File: src/design/isp_pkg.sv
package isp_pkg;

  localparam int MAX_INST_DEF = 16;
  localparam int SLOT_W       = 4;

  localparam logic [1:0] OP_ADD    = 2'd0;
  localparam logic [1:0] OP_REMOVE = 2'd1;
  localparam logic [1:0] OP_UPDATE = 2'd2;
  localparam logic [1:0] OP_SELECT = 2'd3;

  localparam logic [1:0] ST_OK         = 2'd0;
  localparam logic [1:0] ST_NONE       = 2'd1;
  localparam logic [1:0] ST_NOT_LETTER = 2'd2;
  localparam logic [1:0] ST_BAD        = 2'd3;

  localparam logic [1:0] MODE_RR   = 2'd0;
  localparam logic [1:0] MODE_MOST = 2'd1;
  localparam logic [1:0] MODE_KEY  = 2'd2;

  localparam logic [7:0] CHR_LOW_A = 8'd97;
  localparam logic [7:0] CHR_LOW_Z = 8'd122;
  localparam logic [7:0] CHR_UP_A  = 8'd65;
  localparam logic [7:0] CHR_UP_Z  = 8'd90;

  typedef struct packed {
    logic [1:0]  operation;
    logic [3:0]  slot;
    logic [15:0] free_space;
    logic [7:0]  key_char;
    logic        restore_index;
  } in_item_t;

  typedef struct packed {
    logic [1:0] status;
    logic [3:0] chosen_slot;
    logic [4:0] instance_count;
  } out_result_t;

  typedef enum logic [1:0] {
    PLAN_DONE  = 2'd0,
    PLAN_SHIFT = 2'd1,
    PLAN_SCAN  = 2'd2,
    PLAN_DIV   = 2'd3
  } plan_t;

  typedef struct packed {
    logic load;
    logic decide;
    logic shift;
    logic scan;
    logic divide;
  } dp_cmd_t;

  typedef struct packed {
    logic  fin;
    plan_t plan;
  } dp_stat_t;

  // letters per group: ceil(26 / count)
  function automatic logic [4:0] group_width(input logic [7:0] n);
    logic [4:0] w;
    if (n >= 8'd26) begin
      w = 5'd1;
    end else if (n >= 8'd13) begin
      w = 5'd2;
    end else if (n >= 8'd9) begin
      w = 5'd3;
    end else if (n >= 8'd7) begin
      w = 5'd4;
    end else if (n == 8'd6) begin
      w = 5'd5;
    end else if (n == 8'd5) begin
      w = 5'd6;
    end else if (n == 8'd4) begin
      w = 5'd7;
    end else if (n == 8'd3) begin
      w = 5'd9;
    end else if (n == 8'd2) begin
      w = 5'd13;
    end else begin
      w = 5'd26;
    end
    return w;
  endfunction

endpackage

File: src/design/isp_ctrl.sv
module isp_ctrl (
  input  logic               clk,
  input  logic               rst_n,
  input  logic               start,
  input  isp_pkg::dp_stat_t  stat,
  output isp_pkg::dp_cmd_t   cmd,
  output logic               busy
);
  import isp_pkg::*;

  typedef enum logic [4:0] {
    S_IDLE   = 5'b00001,
    S_DECIDE = 5'b00010,
    S_SHIFT  = 5'b00100,
    S_SCAN   = 5'b01000,
    S_DIV    = 5'b10000
  } state_t;

  state_t state_r, state_nxt;

  always_comb begin
    state_nxt = state_r;
    case (state_r)
      S_IDLE: begin
        if (start) begin
          state_nxt = S_DECIDE;
        end
      end
      S_DECIDE: begin
        if (stat.fin) begin
          state_nxt = S_IDLE;
        end else begin
          case (stat.plan)
            PLAN_SHIFT: state_nxt = S_SHIFT;
            PLAN_SCAN:  state_nxt = S_SCAN;
            PLAN_DIV:   state_nxt = S_DIV;
            default:    state_nxt = S_IDLE;
          endcase
        end
      end
      S_SHIFT, S_SCAN, S_DIV: begin
        if (stat.fin) begin
          state_nxt = S_IDLE;
        end
      end
      default: state_nxt = S_IDLE;
    endcase
  end

  always_ff @(posedge clk) begin
    if (!rst_n) begin
      state_r <= S_IDLE;
    end else begin
      state_r <= state_nxt;
    end
  end

  assign busy       = (state_r != S_IDLE);
  assign cmd.load   = (state_r == S_IDLE) && start;
  assign cmd.decide = (state_r == S_DECIDE);
  assign cmd.shift  = (state_r == S_SHIFT);
  assign cmd.scan   = (state_r == S_SCAN);
  assign cmd.divide = (state_r == S_DIV);

endmodule

File: src/design/isp_dp.sv
module isp_dp #(
  parameter int MAX_INSTANCES = isp_pkg::MAX_INST_DEF
) (
  input  logic                 clk,
  input  logic                 rst_n,
  input  isp_pkg::in_item_t    in_item,
  input  logic                 cfg_we,
  input  logic [1:0]           cfg_data,
  input  isp_pkg::dp_cmd_t     cmd,
  output isp_pkg::dp_stat_t    stat,
  output logic                 out_valid,
  output isp_pkg::out_result_t out_result
);
  import isp_pkg::*;

  localparam int CW = $clog2(MAX_INSTANCES + 1);
  localparam int AW = (MAX_INSTANCES > 1) ? $clog2(MAX_INSTANCES) : 1;
  localparam int XW = (CW > SLOT_W) ? CW : SLOT_W;
  localparam int QW = (XW > 5) ? XW : 5;

  logic [15:0]   mem [MAX_INSTANCES];

  in_item_t      item_r;
  logic [1:0]    mode_r;
  logic [CW-1:0] count_r, count_nxt;
  logic [CW-1:0] rot_r, rot_nxt;
  logic [CW-1:0] ptr_r, ptr_nxt;
  logic [15:0]   rd_data_r;
  logic [15:0]   best_val_r, best_val_nxt;
  logic [CW-1:0] best_idx_r, best_idx_nxt;
  logic [4:0]    rem_r, rem_nxt;
  logic [4:0]    quot_r, quot_nxt;
  logic [4:0]    per_r, per_nxt;
  out_result_t   res_r;
  logic          out_valid_r;

  logic          we;
  logic [AW-1:0] wa;
  logic [15:0]   wd;
  logic [AW-1:0] ra;
  logic          fin;
  plan_t         plan;
  logic [1:0]    st;
  logic [QW-1:0] chosen_w;

  logic [XW-1:0] slot_x, count_x;
  logic          slot_ok;
  logic [CW-1:0] slot_c, slot_inc, ptr_inc, ptr_dec;
  logic          is_lower, is_upper;
  logic [4:0]    letter_ix;
  logic          take;

  assign slot_x   = XW'(item_r.slot);
  assign count_x  = XW'(count_r);
  assign slot_ok  = slot_x < count_x;
  assign slot_c   = slot_x[CW-1:0];
  assign slot_inc = slot_c + CW'(1);
  assign ptr_inc  = ptr_r + CW'(1);
  assign ptr_dec  = ptr_r - CW'(1);
  assign is_lower = (item_r.key_char >= CHR_LOW_A) && (item_r.key_char <= CHR_LOW_Z);
  assign is_upper = (item_r.key_char >= CHR_UP_A) && (item_r.key_char <= CHR_UP_Z);
  assign letter_ix = is_lower ? 5'(item_r.key_char - CHR_LOW_A)
                              : 5'(item_r.key_char - CHR_UP_A);
  assign take     = (ptr_r == '0) || (rd_data_r > best_val_r);

  always_comb begin
    count_nxt    = count_r;
    rot_nxt      = rot_r;
    ptr_nxt      = ptr_r;
    best_val_nxt = best_val_r;
    best_idx_nxt = best_idx_r;
    rem_nxt      = rem_r;
    quot_nxt     = quot_r;
    per_nxt      = per_r;
    we           = 1'b0;
    wa           = '0;
    wd           = item_r.free_space;
    ra           = ptr_r[AW-1:0];
    fin          = 1'b0;
    plan         = PLAN_DONE;
    st           = ST_OK;
    chosen_w     = '0;

    if (cmd.decide) begin
      case (item_r.operation)
        OP_ADD: begin
          fin = 1'b1;
          if (count_r >= CW'(MAX_INSTANCES)) begin
            st = ST_BAD;
          end else begin
            we        = 1'b1;
            wa        = count_r[AW-1:0];
            chosen_w  = QW'(count_r);
            count_nxt = count_r + CW'(1);
          end
        end
        OP_REMOVE: begin
          if (!slot_ok) begin
            fin = 1'b1;
            st  = ST_BAD;
          end else if (slot_inc == count_r) begin
            fin       = 1'b1;
            chosen_w  = QW'(slot_c);
            count_nxt = count_r - CW'(1);
          end else begin
            plan    = PLAN_SHIFT;
            ptr_nxt = slot_inc;
            ra      = slot_inc[AW-1:0];
          end
        end
        OP_UPDATE: begin
          fin = 1'b1;
          if (!slot_ok) begin
            st = ST_BAD;
          end else begin
            we       = 1'b1;
            wa       = slot_c[AW-1:0];
            chosen_w = QW'(slot_c);
          end
        end
        OP_SELECT: begin
          case (mode_r)
            MODE_RR: begin
              fin = 1'b1;
              if (count_r == '0) begin
                st      = ST_NONE;
                rot_nxt = item_r.restore_index ? rot_r : '0;
              end else if (rot_r >= count_r) begin
                rot_nxt = item_r.restore_index ? rot_r : CW'(1);
              end else begin
                chosen_w = QW'(rot_r);
                rot_nxt  = item_r.restore_index ? rot_r : rot_r + CW'(1);
              end
            end
            MODE_MOST: begin
              if (count_r == '0) begin
                fin = 1'b1;
                st  = ST_NONE;
              end else begin
                plan    = PLAN_SCAN;
                ptr_nxt = '0;
                ra      = '0;
              end
            end
            MODE_KEY: begin
              if (!(is_lower || is_upper)) begin
                fin = 1'b1;
                st  = ST_NOT_LETTER;
              end else if (count_r == '0) begin
                fin = 1'b1;
                st  = ST_NONE;
              end else begin
                plan     = PLAN_DIV;
                rem_nxt  = letter_ix;
                quot_nxt = '0;
                per_nxt  = group_width(8'(count_r));
              end
            end
            default: begin
              fin = 1'b1;
              st  = ST_NONE;
            end
          endcase
        end
        default: begin
          fin = 1'b1;
          st  = ST_BAD;
        end
      endcase
    end

    // move entries up by one, one per cycle
    if (cmd.shift) begin
      we      = 1'b1;
      wa      = ptr_dec[AW-1:0];
      wd      = rd_data_r;
      ra      = ptr_inc[AW-1:0];
      ptr_nxt = ptr_inc;
      if (ptr_inc == count_r) begin
        fin       = 1'b1;
        chosen_w  = QW'(slot_c);
        count_nxt = count_r - CW'(1);
      end
    end

    // first entry with the most free space
    if (cmd.scan) begin
      if (take) begin
        best_val_nxt = rd_data_r;
        best_idx_nxt = ptr_r;
      end
      ra      = ptr_inc[AW-1:0];
      ptr_nxt = ptr_inc;
      if (ptr_inc == count_r) begin
        fin      = 1'b1;
        chosen_w = QW'(best_idx_nxt);
      end
    end

    // letter group by repeated subtraction
    if (cmd.divide) begin
      if (rem_r >= per_r) begin
        rem_nxt  = rem_r - per_r;
        quot_nxt = quot_r + 5'd1;
      end else begin
        fin      = 1'b1;
        chosen_w = QW'(quot_r);
      end
    end
  end

  always_ff @(posedge clk) begin
    if (we) begin
      mem[wa] <= wd;
    end
    rd_data_r <= mem[ra];
  end

  always_ff @(posedge clk) begin
    if (cmd.load) begin
      item_r <= in_item;
    end
    ptr_r      <= ptr_nxt;
    best_val_r <= best_val_nxt;
    best_idx_r <= best_idx_nxt;
    rem_r      <= rem_nxt;
    quot_r     <= quot_nxt;
    per_r      <= per_nxt;
    if (fin) begin
      res_r.status         <= st;
      res_r.chosen_slot    <= chosen_w[3:0];
      res_r.instance_count <= 5'(count_nxt);
    end
  end

  always_ff @(posedge clk) begin
    if (!rst_n) begin
      mode_r      <= MODE_RR;
      count_r     <= '0;
      rot_r       <= '0;
      out_valid_r <= 1'b0;
    end else begin
      if (cfg_we) begin
        mode_r <= cfg_data;
      end
      count_r     <= count_nxt;
      rot_r       <= rot_nxt;
      out_valid_r <= fin;
    end
  end

  assign stat.fin   = fin;
  assign stat.plan  = plan;
  assign out_valid  = out_valid_r;
  assign out_result = res_r;

endmodule

File: src/design/instance_selector_policy.sv
// add, update, round robin and rejects finish in the decide state; out_valid is registered from it
// remove: the shift state moves one table entry per cycle, from the entry after the slot to the last
// most free space: the scan state does one table read per cycle on the single read port
// key range: the divide state subtracts the group width from the letter index until the rest is below it
// throughput: next transaction accepted in the out_valid cycle; the receiver cannot stall
// synchronous active-low reset clears count, rotation index, mode and strobe; table keeps contents
module instance_selector_policy #(
  parameter int MAX_INSTANCES = isp_pkg::MAX_INST_DEF
) (
  input  logic                 clk,
  input  logic                 rst_n,
  input  logic                 start,
  output logic                 busy,
  input  isp_pkg::in_item_t    in_item,
  output logic                 out_valid,
  output isp_pkg::out_result_t out_result,
  input  logic                 cfg_valid,
  output logic                 cfg_ready,
  input  logic [1:0]           cfg_data
);
  import isp_pkg::*;

  dp_cmd_t  cmd;
  dp_stat_t stat;

  assign cfg_ready = 1'b1;

  isp_ctrl u_ctrl (
    .clk   (clk),
    .rst_n (rst_n),
    .start (start),
    .stat  (stat),
    .cmd   (cmd),
    .busy  (busy)
  );

  isp_dp #(
    .MAX_INSTANCES (MAX_INSTANCES)
  ) u_dp (
    .clk        (clk),
    .rst_n      (rst_n),
    .in_item    (in_item),
    .cfg_we     (cfg_valid & cfg_ready),
    .cfg_data   (cfg_data),
    .cmd        (cmd),
    .stat       (stat),
    .out_valid  (out_valid),
    .out_result (out_result)
  );

endmodule

File: config.mk
export PLATFORM = sky130hd
export DESIGN_NAME = instance_selector_policy
export DESIGN_NICKNAME = d
export VERILOG_FILES = /design/src/design/isp_pkg.sv /design/src/design/isp_ctrl.sv /design/src/design/isp_dp.sv /design/src/design/instance_selector_policy.sv
export SDC_FILE = /design/constraint.sdc
export NUM_CORES = 1
export LEC_CHECK = 0
export BUFFER_PORTS_ARGS = -buffer_cell sky130_fd_sc_hd__buf_2
export CORE_ASPECT_RATIO = 0.8
export CORE_MARGIN = 4
export CORE_UTILIZATION = 35
export DETAILED_ROUTE_END_ITERATION = 10
export HOLD_SLACK_MARGIN = 0.03
export PLACE_DENSITY = 0.62
export SLEW_MARGIN = 25
export SYNTH_ARGS = -nofsm -noshare
export SYNTH_HDL_FRONTEND = slang
export SYNTH_SLANG_ARGS = --single-unit
File: constraint.sdc
create_clock -name clk -period 4.2 [get_ports clk]
set_clock_uncertainty 0.15 [all_clocks]
set_input_delay 0.63 -clock clk [delete_from_list [all_inputs] [get_ports clk]]
set_output_delay 0.63 -clock clk [all_outputs]
set_load 0.01 [all_outputs]
# ---- After elaboration in Yosys (flattened, before gate mapping)
# Memory sizes are Yosys's and may differ from the RTL's. A register that Yosys moved wholly into a read port is not among the register bits.
# Cells that the tools add are included.
dict set report classes {
  eq_ne 27
  n_mux 112
  bitwise 2
  magnitude_cmp 13
  reduce_logical 23
  n_addsub 10
}
# op n
set ops {}
lappend ops {{$mux 5} 38}
lappend ops {{$mux 4} 26}
lappend ops {{$pmux 5 s3} 2}
lappend ops {{$add 5x1->5 const B} 4}
lappend ops {{$eq 5x3->1 const B} 4}
lappend ops {{$mux 2} 10}
lappend ops {{$pmux 5 s2} 2}
lappend ops {{$mux 1} 19}
lappend ops {{$ge 8x7->1 const B} 2}
lappend ops {{$gt 16x16->1} 1}
lappend ops {{$le 8x7->1 const B} 2}
lappend ops {{$mux 16} 1}
lappend ops {{$pmux 4 s2} 2}
lappend ops {{$pmux 4 s4} 1}
lappend ops {{$eq 5x2->1 const B} 3}
lappend ops {{$sub 5x1->5 const B} 3}
lappend ops {{$mux 3} 4}
lappend ops {{$ne 4x4->1 const B} 3}
lappend ops {{$pmux 2 s2} 3}
lappend ops {{$eq 2x2->1 const B} 5}
lappend ops {{$eq 5x5->1} 2}
lappend ops {{$ge 5x4->1 const B} 2}
lappend ops {{$ge 5x5->1} 2}
lappend ops {{$ge 5x5->1 const B} 2}
lappend ops {{31 further kinds} 44}
dict set report totals {
  ramBits 256
  wordCells 210
  memories 1
  regBits 101
  output_inout_bits 14
  inputBits 37
}
# name words width read_ports rd_clocked_by_memory_dff wr line_no
set memory_table {}
lappend memory_table {u_dp.mem 16 16 1 1 1 isp_dp.sv:21} ;# logic [15:0] mem [MAX_INSTANCES];

# ---- Depth between registers and ports, before layout
# Gate-level depths: netlist of run 1.
dict set report logic_depth {
  depth_word 15
  ltp_mapped 15
  mapped_depth_nobuf 10
}

# ---- By module
# A second synthesis of run 1 with hierarchy kept.
dict set report unflattened {
  hier_cells 1160
  area_unflattened_um2 16559.6
}
# module cells_each seq_area_each_um2 instances area_each_um2
set modules_own_cells {}
lappend modules_own_cells {isp_dp 1115 10610.2 1 16200.5}
lappend modules_own_cells {isp_ctrl 43 100.1 1 347.8}
lappend modules_own_cells {instance_selector_policy 2 0.0 1 11.3}

# ---- Least setup slack after synthesis of run 1
# No wires, ideal clock.
dict set report synth_path {
  kind {register to register}
  from {register u_dp.count_r[1]}
  to {memory u_dp.mem[3][0] (enable)}
  required_time_ns 3.641
  arrival_ns 3.391
  path_stages_with_launch 12
  setup_slack_ns 0.250
  period_less_slack_ns 3.950
  path_buffers 1
  setup_time_ns 0.409
  cell_sequence {dfxtp_1 buf_2 inv_1 ha_1 nor2b_1 o2111a_1 nor2_1 and2_1 a22oi_1 o22ai_1 nand2_1 nor3_1}
}
dict set report synth_via {
  elab_chain_len 7
  elab_cells_between_ends 14
  cone_classes {order compare (2); mux (12)}
}
# element line_no
set synth_lines {}
lappend synth_lines {{start: declaration} isp_dp.sv:25} ;# logic [CW-1:0] count_r, count_nxt;
lappend synth_lines {{start signal: assignment} isp_dp.sv:246} ;# count_r <= count_nxt;
lappend synth_lines {{$lt 4x5->1 or $ge 5x5->1 (tied branches)} {isp_dp.sv:55, isp_dp.sv:88}}
lappend synth_lines {{$mux 1, on equally long branches} {isp_dp.sv:113, isp_dp.sv:88}}
lappend synth_lines {{$pmux 1 s2} isp_dp.sv:85} ;# case (item_r.operation)
lappend synth_lines {{$mux 1} isp_dp.sv:84} ;# if (cmd.decide) begin
lappend synth_lines {{$mux 1} isp_dp.sv:173} ;# if (cmd.shift) begin
lappend synth_lines {{$mux 1} isp_dp.sv:213} ;# if (we) begin
lappend synth_lines {{$mux 1 (not written as such)} isp_dp.sv:214} ;# mem[wa] <= wd;
lappend synth_lines {{end: declaration} isp_dp.sv:21}
# Several ways; a longest one is shown, not always the timed one.

# ---- Worst setup path in the final report of run 1
dict set report layout_path {
  from {register u_dp.item_r[25] in the netlist's numbering}
  to {register u_dp.rd_data_r[3], read port of u_dp.mem}
}
dict set report layout_via {
  elab_chain_len 8
  elab_cells_between_ends 9
  cone_classes {add/sub (1); order compare (1); eq/ne (1); mux (6)}
}
# element line_no
set layout_lines {}
lappend layout_lines {{start: declaration} isp_dp.sv:23} ;# in_item_t item_r;
lappend layout_lines {{start signal: assignment} isp_dp.sv:221} ;# item_r <= in_item;
lappend layout_lines {{$add 4x1->5} isp_dp.sv:57} ;# assign slot_inc = slot_c + CW'(1);
lappend layout_lines {{$eq 5x5->1} isp_dp.sv:101} ;# end else if (slot_inc == count_r) begin
lappend layout_lines {{$mux 4} isp_dp.sv:101}
lappend layout_lines {{$mux 4 *} isp_dp.sv:98} ;# if (!slot_ok) begin
lappend layout_lines {{$pmux 4 s2 *} isp_dp.sv:85}
lappend layout_lines {{$mux 4 *} isp_dp.sv:84}
lappend layout_lines {{$mux 4 *} isp_dp.sv:173}
lappend layout_lines {{$mux 4 *} isp_dp.sv:187} ;# if (cmd.scan) begin
lappend layout_lines {{end: declaration} isp_dp.sv:28} ;# logic [15:0] rd_data_r;
# Every way passes the cells marked *; elsewhere a longest branch is shown, timed or not.
# A chain may end at the register's enable or synchronous reset.

==> results of run 1 <==
[synth_stat cells (all sizes together), types with 13 or more instances]
cell type  number  area [sq um]
nand3          29           150
ha             53           663
nand2          97           364
a21oi          34           170
buf            34           214
inv            45           169
nor2           53           199
or4            17           128
and2           13          81.3
nor3           20           100
mux2i         132          1320
clkbuf         24          91.3
o21ai          34           170
o22ai          71           444
edfxtp        328          9850
dfxtp          43           861
[logic make-up (layout without fill, tap and decap cells)]
| family | Yosys count | after routing | share of synthesized area, % |
|---|---|---|---|
| buf+inv | 105 | 225 | 2.94 |
| flops | 371 | 371 | 65.4 |
| simple gates | 296 | 296 | 9.10 |
| mux | 133 | 133 | 8.13 |
| other cells | 1 | 1 | 0.0229 |
| xor+xnor | 24 | 24 | 1.54 |
| compound gates | 215 | 215 | 8.71 |
| fa+ha+maj | 54 | 54 | 4.17 |
[per-layer routing]
layer	share of wire, %	vias to the layer above
li1	-	4746
met1	46	5064
met2	44	392
met3	7.9	81
met4	2.3	0
met5	0	-
[layout make-up]
cell class                      count  area (sq um)
Inverter                           47           176
Fill cell                        4210         27000
Multi-Input combinational cell    723          5260
Timing Repair Buffer              104           786
Clock buffer                       56          1120
Clock inverter                     18           204
Sequential cell                   371         10700
Tap cell                          612           766
[power by group through the flow]
stage,Combinational (uW),Clock [uW],Sequential [uW]
2_1_floorplan,193,0,4150
3_3_place_gp,294,0,4160
3_5_place_dp,309,0,4160
4_1_cts,311,3570,4090
5_1_grt,341,3740,4090
6_report,313,3490,4090
[worst max-delay path, delay by kind of cell, from the launching register on]
family / cells / cell delay, ns
adders and majority gates: 1 / 0.31
buffers and inverters: 2 / 0.51
xor gates and xnor gates: 1 / 0.41
DFF: 1 / 0.48
AOI/OAI and AO/OA: 3 / 0.58
muxes: 1 / 0.27
and+or+nand+nor: 3 / 1.13
[through the flow]
step / hold WS (ns) / total power [uW]
2_1_floorplan: 0.258 / 4340
3_3_place_gp: 0.308 / 4460
3_5_place_dp: 0.322 / 4470
4_1_cts: 0.0493 / 7970
5_1_grt: 0.0589 / 8170
6_report: 0.0798 / 7890
[worst paths after layout]
| path | start | endpoint | slack [ns] | depth (start not counted) |
|---|---|---|---|---|
| max reg2reg | u_dp.item_r[25]$_DFFE_PP_ | u_dp.rd_data_r[3]$_DFF_P_ | 0.23 | 11 |
| min | in_item[19] | u_dp.item_r[19]$_DFFE_PP_ | 0.08 | 1 |
| min reg2reg | u_dp.rot_r[4]$_SDFFE_PN0P_ | u_dp.rot_r[4]$_SDFFE_PN0P_ | 0.33 | 2 |
| max | u_dp.item_r[25]$_DFFE_PP_ | u_dp.rd_data_r[3]$_DFF_P_ | 0.23 | 11 |
[flip-flops by register name, indices dropped and copies added, names as in the netlist]
| name | flops |
|---|---|
| u_ctrl.state_r | 5 |
| u_dp.out_valid | 1 |
| u_dp.per_r | 5 |
| u_dp.out_result | 11 |
| u_dp.best_idx_r | 4 |
| u_dp.best_val_r | 16 |
| u_dp.rd_data_r | 16 |
| u_dp.ptr_r | 5 |
| u_dp.quot_r | 4 |
| u_dp.mem | 256 |
| u_dp.rot_r | 5 |
| u_dp.rem_r | 5 |
| u_dp.mode_r | 2 |
| u_dp.count_r | 5 |
| u_dp.item_r | 31 |
==> metrics.md, run 1 <==
| Metric | Value |
|---|---|
| # H-tree levels | 2 |
| Syn Inst Count | ~1200 |
| Final Instance Area | approximately 19000 sq um |
| Initial antenna violation count | 0 |
| Grt ovf | 0 |
| Site row count | 70 |
| Post-synth net total | around 1300 |
| Vias in the first global route | between 10000 and 15000 |
| CP arrival | ~4.3 ns |
| Combinational share of power | 4.0% |
| Peak VDD IR | 0.248 mV |
| Sw Pwr | between 1500 and 2000 uW |
| Most common flop cell mapped by yosys | edfxtp_1 |
| Drt pass-1 iters | 5 |
| Switching share of power | 21.6% |
| Final Max Slew Viols | 0 |
| CTS resizes | 0 |
| P_leak | approximately 0.0069 uW |
| Met1 usage | ~23% |
| Final GP Congestion | 0.911 |
| HP Class | input pin to register |
| Share of layout cells above drive strength 1 | around 16% |
| Unrepaired setup endpoints after global routing | false |
| Placed inst area | roughly 18000 sq um |
| Core Area | 46000 sq um |
| Final min period | 3.97 ns |
| # Post-CTS Setup Buffers | 0 |
| PD cells | about 410 nW/um^2 |
| Async set-reset flop share out of synthesis | 0% |
| Fin util | 41.4% |
| Die W | 250 um |
| IO Pins | between 50 and 60 |
| Met2 GRT Util | between 20 and 25% |
| Post-place setup slack | between 0.3 and 0.4 ns |
| Synthesized flop and latch total | roughly 370 |
| TritonCTS buffer count | 40 |
| 1st-iter DRT viols | between 1000 and 1500 |
| Routed vias | a little over 10000 |
| Power share of the sequential group | 51.8% |
| Synthesized area | between 15000 and 20000 sq um |
| CP max stage delay | about 0.52 ns |
| Status | finished, final reports clean |
| Fin cells | 1931 |
| Slew @ Worst Pin | roughly 0.75 ns |
| Setup TNS | 0 ns |
| Crit end category | register |
| Largest net degree at the start of global routing | 38 |
| Final wirelength | 40.8 mm |
| Fin nets | 1378 |
| Post-cts hold buffer count | 0 |
| Total Routing Usage GR | 15.8% |
| YS warnings | 0 |
| CP max-delay cell | or4_1 |
| Final worst-path cycle share | 94.4% |
| Distinct cells, synth | 78 |
| Most used routing layer | met2 |
| Detail Route Antenna Nets | 0 |
| MaxCap Viol Count | 0 |
| Setup CP Type | register to register |
| Setup ws final | 0.233 ns |
| FMAX | 252 MHz |
| Routed WL per cell | approximately 21 um |
| Final setup vio count | 0 |
| Initial Util | around 36% |
| Register clock-pin slew on the reported worst setup and hold paths | 0.06 ns |
| Clock share of power | between 40% and 50% |
| Clk_lat worst skew | 0.57 ns |
| CTS tree | built |
| Global-route wire length before repair | between 60 and 70 mm |
| Full die area | 50400 sq um |
| Worst Path Required | 4.50 ns |
| PortBufs | 49 |
| Post-synth EDFFs | between 300 and 400 |
| CP startpoint kind | register |
| Most common cell after layout, fill and taps aside | edfxtp_1 |
| Clk sinks | between 300 and 400 |
| Syn_area_per_cell | 13.7 sq um |
| Most frequent cells in the layout | 328 x edfxtp_1, 132 x mux2i_1, 97 x nand2_1, 71 x o22ai_1, 53 x ha_1 |
| N_diodes | 0 |
| Via density | between 5 and 6 |
| Global Route met3 Usage | 3.50% |
| Clock Path Buffers | 3 |
| Clock Tree Root | clkbuf_16 |
| Placed insts | between 1500 and 2000 |
| P_int | roughly 6200 uW |
| Detailed Place HPWL | between 20 and 30 mm |
| Die Ht | 202 um |
| CP Cell Sequence | ha_1, xor3_1, a2111oi_4, and3_1, a2111oi_0, nor3_2, buf_4, buf_12, mux2i_1, o22ai_1, or4_1 |
| Worst rel slew slack | approximately 50% |
| DRC | 0 |
| CP Max Fanout | 18 |
| Sequential share of the synthesized area | about 65% |
| Area delta synth->final | 16.1% |
| Hold Violations, Final | 0 |
Note: power is estimated with default switching activity, not from simulation.
==> run 2, diff against run 1 <==
--- a/config.mk
+++ b/config.mk
@@ -5,7 +5,7 @@
 export SDC_FILE = /design/constraint.sdc
 export NUM_CORES = 1
 export LEC_CHECK = 0
-export BUFFER_PORTS_ARGS = -buffer_cell sky130_fd_sc_hd__buf_2
+export BUFFER_PORTS_ARGS = -buffer_cell sky130_fd_sc_hd__buf_4
 export CORE_ASPECT_RATIO = 0.8
 export CORE_MARGIN = 4
 export CORE_UTILIZATION = 35
==> metrics.md, run 2 (same netlist as run 1, synthesis figures left out) <==
| Metric | Value |
|---|---|
| Final Max Slew Viols | 0 |
| Initial antenna violation count | 0 |
| PD cells | roughly 410 nW/um^2 |
| Clk_lat worst skew | around 0.56 ns |
| Fin Hold WS | between 0.09 and 0.1 ns |
| Most common cell after layout, fill and taps aside | edfxtp_1 |
| Switching share of power | approximately 21% |
| Post-cts hold buffer count | 0 |
| Combinational share of power | under 10% |
| Global-route wire length before repair | about 62 mm |
| Routed WL per cell | around 21 um |
| Clock Tree Root | clkbuf_16 |
| Drt pass-1 iters | 5 |
| DRC | 0 |
| MaxCap Viol Count | 0 |
| Register clock-pin slew on the reported worst setup and hold paths | 0.06 ns |
| Unrepaired setup endpoints after global routing | false |
| Largest net degree at the start of global routing | 36 |
| Critical Path Sink | u_dp.rd_data_r[4]$_DFF_P_ |
| Share of layout cells above drive strength 1 | about 16% |
| Crit end category | register |
| # H-tree levels | 2 |
| IO Pins | about 50 |
| Final min period | between 4 and 5 ns |
| CP arrival | 4.28 ns |
| Most frequent cells in the layout | 328 x edfxtp_1, 132 x mux2i_1, 97 x nand2_1, 97 x buf_4, 71 x o22ai_1 |
| Grt ovf | 0 |
| Die W | around 250 um |
| 1st-iter DRT viols | approximately 1100 |
| Status | finished, final reports clean |
| CP Max Fanout | 24 |
| Initial Util | between 30% and 40% |
| CTS resizes | 0 |
| Vias in the first global route | approximately 10000 |
| Reg2Reg Depth | 11 |
| Slew @ Worst Pin | around 0.95 ns |
| # Post-CTS Setup Buffers | 0 |
| Max reg flops | around 260 |
| Min-delay src | in_item[11] |
| TritonCTS buffer count | 40 |
| FMAX | between 200 and 250 MHz |
| Clock share of power | ~44% |
| Setup TNS | 0 ns |
| Hold Violations, Final | 0 |
| Total Routing Usage GR | between 10% and 20% |
| Biggest register | u_dp.mem |
| Site row count | 70 |
| Final setup vio count | 0 |
| Routed vias | approximately 10000 |
| PortBufs | 49 |
| Full die area | a little over 50000 sq um |
| P_leak | 0.00693 uW |
| Peak VDD IR | ~0.22 mV |
| Reg2reg setup slack | 0.20 ns |
| CP Launch Point | u_dp.item_r[25]$_DFFE_PP_ |
| Sw Pwr | ~1700 uW |
| Final GP Congestion | 0.908 |
| Worst r2r src | u_dp.item_r[25]$_DFFE_PP_ |
| Worst Path Required | ~4.5 ns |
| Final worst-path cycle share | a little over nine tenths |
| HP Class | input pin to register |
| CTS tree | built |
| Biggest regs | u_dp.mem: 256 flops, u_dp.item_r: 31 flops |
| Detail Route Antenna Nets | 0 |
| Worst rel slew slack | ~36% |
| Die Ht | between 200 and 250 um |
| Setup CP Type | register to register |
| Final wirelength | between 40 and 50 mm |
| P_int | approximately 6000 uW |
| Fin nets | approximately 1400 |
| Core Area | 46000 sq um |
| Clk sinks | around 370 |
| Detailed Place HPWL | roughly 27 mm |
| Via density | ~5.4 |
| Area delta synth->final | 16.5% |
| Fill cell count | 4231 |
| CP startpoint kind | register |
| Clock Path Buffers | 3 |
| Power share of the sequential group | a little over half |
| RR Endpoint | u_dp.rd_data_r[4]$_DFF_P_ |
## run 2: power by group through the flow
stage                     Combinational [uW]  Clock (uW)  Sequential, uW
after floorplan                          193           0            4150
after global placement                   303           0            4160
after detailed placement                 315           0            4160
after CTS                                316        3480            4090
after global routing                     346        3640            4090
final                                    318        3410            4090
## run 2: worst min-delay path by stage
stage / cells after the start / slack, ns / endpoint
finish: 1 / 0.1 / u_dp.item_r[11]$_DFFE_PP_
global route: 1 / 0.07 / u_dp.item_r[22]$_DFFE_PP_
CTS: 1 / 0.07 / u_dp.item_r[12]$_DFFE_PP_
detailed placement: 0 / 0.33 / u_dp.best_val_r[2]$_DFFE_PP_
global placement: 2 / 0.31 / u_dp.rot_r[4]$_SDFFE_PN0P_
floorplan: 0 / 0.26 / u_dp.best_val_r[0]$_DFFE_PP_
## run 2: metal layers
layer | global-route usage [%] | vias up | wire [um]
li1 | - | 4756 | -
met2 | 23.9 | 406 | 18000
met4 | 4.18 | 0 | 897
met5 | 0 | - | 0
met3 | 4.12 | 66 | 3430
met1 | 23.7 | 5142 | 19100
## run 2: layout make-up
type	instances	area, sq um	area share (%)
clock inverters	24	220	1.15
repair buffers	106	908	4.76
well taps	612	766	4.01
clock buffers	47	1040	5.44
diodes	1	2.50	0.0131
flip-flops and latches	371	10700	56.1
inverters	47	176	0.925
multi-input cells	723	5260	27.6
## run 2: worst max-delay path, cell delays in order, from the launching register on
cell	delay, ns
edfxtp_1	0.47
ha_1	0.32
xor3_1	0.43
a2111oi_4	0.37
nand3_1	0.30
a21oi_1	0.41
a211oi_4	0.14
buf_12	0.20
nand3_2	0.27
buf_4	0.21
o22ai_1	0.07
or4_1	0.53
## run 2: stage by stage
step / setup slack [ns] / cells / area, sq um / total power, uW / utilization, %
detailed placement: 0.227 / 1859 / 17800 / 4480 / 38.8
global placement: 0.328 / 1858 / 17800 / 4470 / 38.7
floorplan: 0.250 / 1199 / 16400 / 4340 / -
CTS: 0.238 / 1930 / 19100 / 7880 / 41.5
finish: 0.200 / 1931 / 19100 / 7810 / 41.5
global route: 0.0509 / 1930 / 19100 / 8080 / 41.5
